### src/rtl/rcc_pkg.sv
package rcc_pkg;

   localparam int FRAC_BITS = 16;

   // Pipeline depths of the separate units.
   localparam int FRONT_LAT = 9;
   localparam int SQRT_LAT  = 33;
   localparam int DIV_LAT   = 33;
   localparam int BACK_LAT  = 4;

   // Divider numerator: -k +/- sqrt needs up to 35 signed bits.
   localparam int DIV_NUM_W = 35;

   localparam logic [31:0]        RADIUS_SQ_RESET = 32'(64'd1 << FRAC_BITS);
   localparam logic [30:0]        LENGTH_RESET    = 31'(64'd1 << FRAC_BITS);
   localparam logic signed [31:0] DIST_MISS       = 32'sh7FFF_FFFF;

   typedef enum logic {
      CSR_RADIUS_SQ = 1'b0,
      CSR_LENGTH    = 1'b1
   } csr_index_type;

   typedef logic [2:0][31:0] vec3_type;

   // Per-ray values carried alongside the square root and dividers.
   typedef struct packed {
      logic               a_zero;
      logic               lat_ok;
      logic signed [31:0] a;
      logic signed [31:0] k;
      logic signed [31:0] delta;
      logic signed [31:0] beta;
      logic signed [31:0] dxf;
      vec3_type           x;
      vec3_type           xf;
      vec3_type           dir;
   } side_type;

   function automatic logic signed [31:0] sat32(input logic signed [65:0] v);
      logic signed [31:0] r;
      if (v > 66'sd2147483647) begin
         r = 32'sh7FFF_FFFF;
      end else if (v < -66'sd2147483648) begin
         r = 32'sh8000_0000;
      end else begin
         r = v[31:0];
      end
      return r;
   endfunction

   function automatic logic signed [63:0] mul(input logic [31:0] a, input logic [31:0] b);
      return $signed(a) * $signed(b);
   endfunction

   // Floor shift of a full product, then saturate.
   function automatic logic signed [31:0] fmul_out(input logic signed [63:0] p);
      logic signed [63:0] s;
      s = p >>> FRAC_BITS;
      return sat32(66'(s));
   endfunction

   function automatic logic signed [31:0] add_sat(input logic signed [31:0] a,
                                                 input logic signed [31:0] b);
      return sat32(66'(a) + 66'(b));
   endfunction

   function automatic logic signed [31:0] sub_sat(input logic signed [31:0] a,
                                                 input logic signed [31:0] b);
      return sat32(66'(a) - 66'(b));
   endfunction

   function automatic logic signed [31:0] sum3(input logic signed [63:0] p0,
                                              input logic signed [63:0] p1,
                                              input logic signed [63:0] p2);
      return sat32(66'(fmul_out(p0)) + 66'(fmul_out(p1)) + 66'(fmul_out(p2)));
   endfunction

endpackage

### src/rtl/rcc_sqrt.sv
module rcc_sqrt (
   input  logic        clock,
   input  logic [62:0] value,
   output logic [31:0] root
);
   import rcc_pkg::*;

   localparam int STEPS = SQRT_LAT - 1;

   logic [63:0] val_ff [STEPS];
   logic [33:0] rem_ff [STEPS+1];
   logic [31:0] rt_ff  [STEPS+1];
   logic [33:0] rem_in [STEPS+1];
   logic [31:0] rt_in  [STEPS+1];

   // One result bit per stage, two radicand bits consumed per stage.
   always_comb begin
      logic [35:0] sh;
      logic [35:0] tr;
      logic        ge;
      int          i;
      rem_in[0] = '0;
      rt_in[0]  = '0;
      for (int s = 1; s <= STEPS; s++) begin
         i  = STEPS - s;
         sh = {rem_ff[s-1], val_ff[s-1][2*i +: 2]};
         tr = {2'b00, rt_ff[s-1], 2'b01};
         ge = (sh >= tr);
         rem_in[s] = ge ? 34'(sh - tr) : sh[33:0];
         rt_in[s]  = {rt_ff[s-1][30:0], ge};
      end
   end

   always_ff @(posedge clock) begin
      val_ff[0] <= {1'b0, value};
      rem_ff[0] <= rem_in[0];
      rt_ff[0]  <= rt_in[0];
      for (int s = 1; s <= STEPS; s++) begin
         rem_ff[s] <= rem_in[s];
         rt_ff[s]  <= rt_in[s];
      end
      for (int s = 1; s < STEPS; s++) begin
         val_ff[s] <= val_ff[s-1];
      end
   end

   assign root = rt_ff[STEPS];

endmodule

### config.mk
export PLATFORM = sky130hd
export DESIGN_NAME = rcc_sqrt
export DESIGN_NICKNAME = d
export VERILOG_FILES = /design/src/rtl/rcc_pkg.sv /design/src/rtl/rcc_sqrt.sv
export SDC_FILE = /design/constraint.sdc
export NUM_CORES = 2
export LEC_CHECK = 0
export ABC_AREA = 0
export BUFFER_PORTS_ARGS = -buffer_cell sky130_fd_sc_hd__buf_2
export CAP_MARGIN = 40
export CORE_MARGIN = 2
export CORE_UTILIZATION = 50
export CTS_CLUSTER_DIAMETER = 30
export DETAILED_ROUTE_END_ITERATION = 7
export GPL_TIMING_DRIVEN = 0
export PLACE_DENSITY = 0.67
export SLEW_MARGIN = 40
export SYNTH_ARGS = -nofsm -noshare
export SYNTH_HDL_FRONTEND = slang
export SYNTH_MEMORY_MAX_BITS = 65536
export SYNTH_SLANG_ARGS = --single-unit
### constraint.sdc
create_clock -name clock -period 3.85 [get_ports clock]
set_input_delay 0.385 -clock clock [delete_from_list [all_inputs] [get_ports clock]]
set_output_delay 0.385 -clock clock [all_outputs]
set_load 0.005 [all_outputs]
# ---- Word-level counts from Yosys, hierarchy flattened
# Memory sizes are Yosys's and may differ from the RTL's.
# Cells that the tools add are included.
dict set report word_totals {
  ff_bits 0
  mem_bits_rw 4226
  inputBits 64
  mem_count 3
}
# memory words word_bits read_ports rd_clocked_by_memory_dff wr line
set mem_list {}
lappend mem_list {val_ff 32 64 32 0 32 rcc_sqrt.sv:10} ;# logic [63:0] val_ff [STEPS];
lappend mem_list {rem_ff 33 34 32 0 33 rcc_sqrt.sv:11} ;# logic [33:0] rem_ff [STEPS+1];
lappend mem_list {rt_ff 33 32 33 0 33 rcc_sqrt.sv:12} ;# logic [31:0] rt_ff [STEPS+1];
dict set report classes {
  add_sub_neg 32
  order_cmp 32
  muxes 32
}
# cell n
set op_table {}
lappend op_table {{36-bit by 34-bit greater-or-equal comparator with 1-bit output} 32}
lappend op_table {{34-bit two-way mux} 32}
lappend op_table {{34-bit subtractor} 32}

# ---- Longest topological paths before layout
# An unclocked memory read counts as a cell.
dict set report logic_depth {
  word_depth 3
  depth_mapped 15
  ltp_nobuf 13
}

# ---- Worst setup path before layout
# OpenSTA, ideal clock, no wires.
dict set report synth_path {
  path_kind {reg-to-reg}
  startpoint {memory rem_ff[4][22] (netlist: rem_ff[0][158])}
  endpoint {memory rem_ff[5][25] (netlist: rem_ff[0][195])}
  setup_time_ps 134
  arrival_ps 3116
  slack_ps 600
  path_stages_with_launch 12
  period_less_slack_ps 3250
  cell_sequence {dfxtp_1 > or4_1 > or4_1 > nor4_1 > o211ai_1 > or4b_1 > clkbuf_1 > and3_1 > a21bo_4 > buf_6 > nor4_1 > xor2_1}
}
# item line
set synth_rtl {}
lappend synth_rtl {{from (decl)} rcc_sqrt.sv:11}

==> results.md <==
| Step | Metric | Value |
|---|---|---|
| run status | Result of the run | completed |
| floorplan | Number of standard-cell rows in the floorplan | 158 |
| synth | Synthesized cell area | 93300 um^2 |
| sta | Final number of setup-violating endpoints | 0 |
| drt | Post-DRT Antenna Nets | 0 |
| drt | Via count normalized by instance count | 5.15 |
| power and ir drop | Cell leakage power | 52.4 nW |
| global routing | Initial antenna violation count | 2 |
| clock network | Insertion delay to the later sink of the worst-skew pair | 0.96 ns |
| synth | Post-Synthesis Net Count | 9743 |
| cells and area | Commonest non-fill, non-tap cells in the layout | 2581 x sky130_fd_sc_hd__dfxtp_1, 700 x sky130_fd_sc_hd__inv_1, 617 x sky130_fd_sc_hd__nand2_1, 570 x sky130_fd_sc_hd__a21oi_1, 560 x sky130_fd_sc_hd__ha_1 |
| floorplan | Area of the die | 190000 um^2 |
| placed design | # port buffers | 95 |
| clock network | Clock transition time at the flip-flop clock pins of the worst setup and hold paths | 0.05 ns |
| clock network | CTS root buffer | sky130_fd_sc_hd__clkbuf_16 |
| sta | Hold slack | 0.0645 ns |
| clock network | Buffer levels on the longest clock path | 4 |
| cells and area | Relative area change from synthesis to final layout | 21.0% |
| floorplan | Placeable core region | 185000 um^2 |
| clock network | Number of clock sinks | 2581 |
| global routing | Maximum number of pins on one net before global-route repair | 20 |
| global routing | Overall overflow remaining after global route | 0 |
| worst setup path | Crit path kind | reg2reg |
| power and ir drop | Peak ir drop on the vdd network | 0.552 mV |
| worst setup path | CP Max Fanout | 5 |
| synth | Count of flip-flops with a built-in enable after synthesis | 0 |
| sta | Tightest Pin Transition | 0.851 ns |
| worst hold path | Type of the tightest min-delay check | in2reg |
| global routing | GR Util All Layers | 0.209 |
| placed design | Hpwl dp | 150000 um |
| sta | Highest attainable clock frequency | 271 MHz |
| drt | Drt pass-1 iters | 8 |
| cells and area | Fraction of layout instances using a drive strength above 1 | 0.109 |
| drt | Top metal layer carrying routed signals | met4 |
| floorplan | Number of primary I/O pins | 96 |
| sta | Worst slew margin relative to its limit | 0.428 |
| floorplan | Die Ht | 436 um |
| worst setup path | Crit path required time | 4.67 ns |
| synth | Number of warning messages in the yosys log | 0 |
| synth | Yosys cell types | 91 |
| synth | Seq cells post-synth | 2581 |
| sta | Final Critical Period | 3.70 ns |
| sta | Total count of max-transition violations in the final report | 0 |
| cells and area | Most frequent standard cell in the layout excluding fill and tap cells | sky130_fd_sc_hd__dfxtp_1 |
| clock network | Clock H-tree levels | 5 |
| sta | Largest clock skew in the final design | 0.0888 ns |
| floorplan | Starting utilization of the core area | 0.503 |
| placed design | RD Place Congestion | 0.897 |
| sta | Final cycle utilization of the critical path | 0.960 |
| drt | Total met2 wirelength after detailed routing | 99000 um |
| flow run | Number of maximum-capacitance violations | 0 |
| drt | Total via count after detailed routing | 64.6k |
| synth | Number of instances in the synthesized netlist | 9119 |
| sta | Unrepaired setup endpoints after global routing | yes |
| clock network | Num CTS Buffers | 434 |
| drt | First DRT Iteration DRCs | 3837 |
| synth | Post-synthesis area per instance | 10.2 um^2 |
| cells and area | Total Nets Final | 10.3k |
| sta | Hold violation total from the final report | 0 |
| cells and area | Final instance area | 113000 um^2 |
| power and ir drop | Cell area power density | 729 nW/um^2 |
| worst setup path | Nature of the critical path endpoint | flip-flop |
| worst setup path | Startpoint type of the worst setup path | flip-flop |
| placed design | Area of placed instances | 96900 um^2 |
| drt | Post-detailed-routing wire length | 202000 um |
| synth | Most frequently used flop master after synthesis | sky130_fd_sc_hd__dfxtp_1 |
| synth | Share of synthesized area occupied by flip-flops and latches | 0.554 |
| clock network | TritonCTS clock tree | done |
| synth | Async S/R FF share, synth | 0 |
| worst setup path | Worst path arrival time | 4.52 ns |
| global routing | Via count of the first global-routing pass | 64.8k |
| global routing | Global-route wire length before repair | 327000 um |
| drt | Average routed wire per standard cell | 16.1 um |
| drt | Wire length the detailed router placed on met1 | 87100 um |
| floorplan | Die Width | 436 um |
| drt | Residual DRC count | 0 |
| drt | Met3 wire length | 8560 um |
## worst max-delay path: stages, from the launching register on
cell and delay, ns:
sky130_fd_sc_hd__dfxtp_1 0.40, sky130_fd_sc_hd__inv_1 0.06, sky130_fd_sc_hd__ha_1 0.36, sky130_fd_sc_hd__nand3_1 0.15, sky130_fd_sc_hd__o21bai_1 0.20, sky130_fd_sc_hd__and3_1 0.18, sky130_fd_sc_hd__o31ai_2 0.45, sky130_fd_sc_hd__o21ai_0 0.15
sky130_fd_sc_hd__nor3b_2 0.20, sky130_fd_sc_hd__or4b_2 0.66, sky130_fd_sc_hd__clkbuf_1 0.17, sky130_fd_sc_hd__or4_1 0.44, sky130_fd_sc_hd__xnor2_1 0.14
## cells by family after synthesis
family / after synthesis / synth area share
multiplexers: 74 / 0.00878
other: 1 / 0.0000402
buffers and inverters: 903 / 0.0378
AND/OR/NAND/NOR: 2312 / 0.123
XOR/XNOR: 841 / 0.0790
AO/OA/AOI/OAI: 1847 / 0.122
flip-flops: 2581 / 0.554
adder cells (fa/ha/maj): 560 / 0.0751
## area by class of cell
| class | count | area (um^2) |
|---|---|---|
| clock buffers | 493 | 11500 |
| well taps | 2480 | 3100 |
| flip-flops and latches | 2581 | 51700 |
| multi-input cells | 5635 | 38300 |
| clock inverters | 288 | 3510 |
| diodes | 5 | 12.5 |
| plain buffers | 200 | 943 |
| repair buffers | 164 | 1160 |
| inverters | 701 | 2630 |
| fillers | 15241 | 72600 |
## flip-flops by register name (all words and copies together) (netlist names)
signal / flops
rem_ff: 998
rt_ff: 499
val_ff: 1084
## per-stage QoR
step | utilization | worst slack (ns) | instances | power (W) | setup TNS (ns)
floorplan | - | 0.600 | 9119 | 0.0410 | 0
global placement | 0.522 | -0.879 | 11694 | 0.0440 | -51.99
detailed placement | 0.523 | -0.911 | 11694 | 0.0442 | -46.88
CTS | 0.607 | 0.00322 | 12539 | 0.0831 | 0
global route | 0.609 | -0.0331 | 12547 | 0.0861 | -0.0753
finish | 0.609 | 0.155 | 12547 | 0.0823 | 0
## layer usage
metal  vias to the layer above  track usage
met3                       503       0.0335
met1                     30126        0.253
met5                         -            0
met2                      1419        0.367
met4                         0       0.0892
li1                      32531            -
## timing repair
| item | CTS | global route |
|---|---|---|
| hold buffers | 65 | 0 |
| setup buffers | 0 | 4 |
| pin swaps | 0 | 4 |
| cloned | 0 | 0 |
| gates resized for setup | 33 | 62 |
| setup endpoints to repair | 187 | 263 |
| endpoints found under the hold margin | 63 | 0 |
## report_power, final
group          internal [W]  total [W]  switching [W]  leakage [nW]
clock                0.0249     0.0383         0.0134          7.23
combinational       0.00453     0.0101        0.00554          23.5
sequential           0.0309     0.0339        0.00300          21.6
total                0.0603     0.0823         0.0219          52.4
## synthesized netlist by cell type, drive strengths merged (11+ instances only)
library cell     n  share of area
a21boi          15         0.0012
a211o           15         0.0014
clkbuf         151         0.0061
o21bai          53         0.0043
dfxtp         2581           0.55
a221oi          11         0.0010
nor4            94         0.0063
o21a           102         0.0082
and2            30         0.0020
or4             64         0.0053
a31oi           48         0.0032
nand4b          18         0.0017
o21ai          490          0.026
mux2i           11         0.0012
inv            701          0.028
nor3           217          0.012
o41ai           15         0.0014
o31ai           57         0.0046
and3            50         0.0034
nand3          145         0.0078
nor3b           18         0.0014
nand2          617          0.025
a21o           233          0.019
xor2           386          0.036
a211oi          53         0.0043
ha             560          0.075
a2111oi         12         0.0012
buf             51         0.0035
xnor2          455          0.043
nand3b          39         0.0032
a31o            11         0.0010
or2             38         0.0025
or3             84         0.0056
nand4          104         0.0070
o31a            17         0.0016
o22ai           12        0.00080
mux2            63         0.0076
a21oi          572          0.031
nor2           538          0.022
nand2b         125         0.0084
nor2b           86         0.0058
o211ai          47         0.0038
and4            14         0.0013
## final timing paths
kind	cells after the start	startpoint	endpoint	slack (ns)
setup reg to reg	12	rt_ff[0][578]$_DFF_P_	rem_ff[0][677]$_DFF_P_	0.15
hold reg to reg	0	val_ff[0][74]$_DFF_P_	val_ff[0][138]$_DFF_P_	0.28
setup / recovery	12	rt_ff[0][578]$_DFF_P_	rem_ff[0][677]$_DFF_P_	0.15
hold / removal	2	value[15]	val_ff[0][15]$_DFF_P_	0.06
Power figures use the tool's default switching activity.
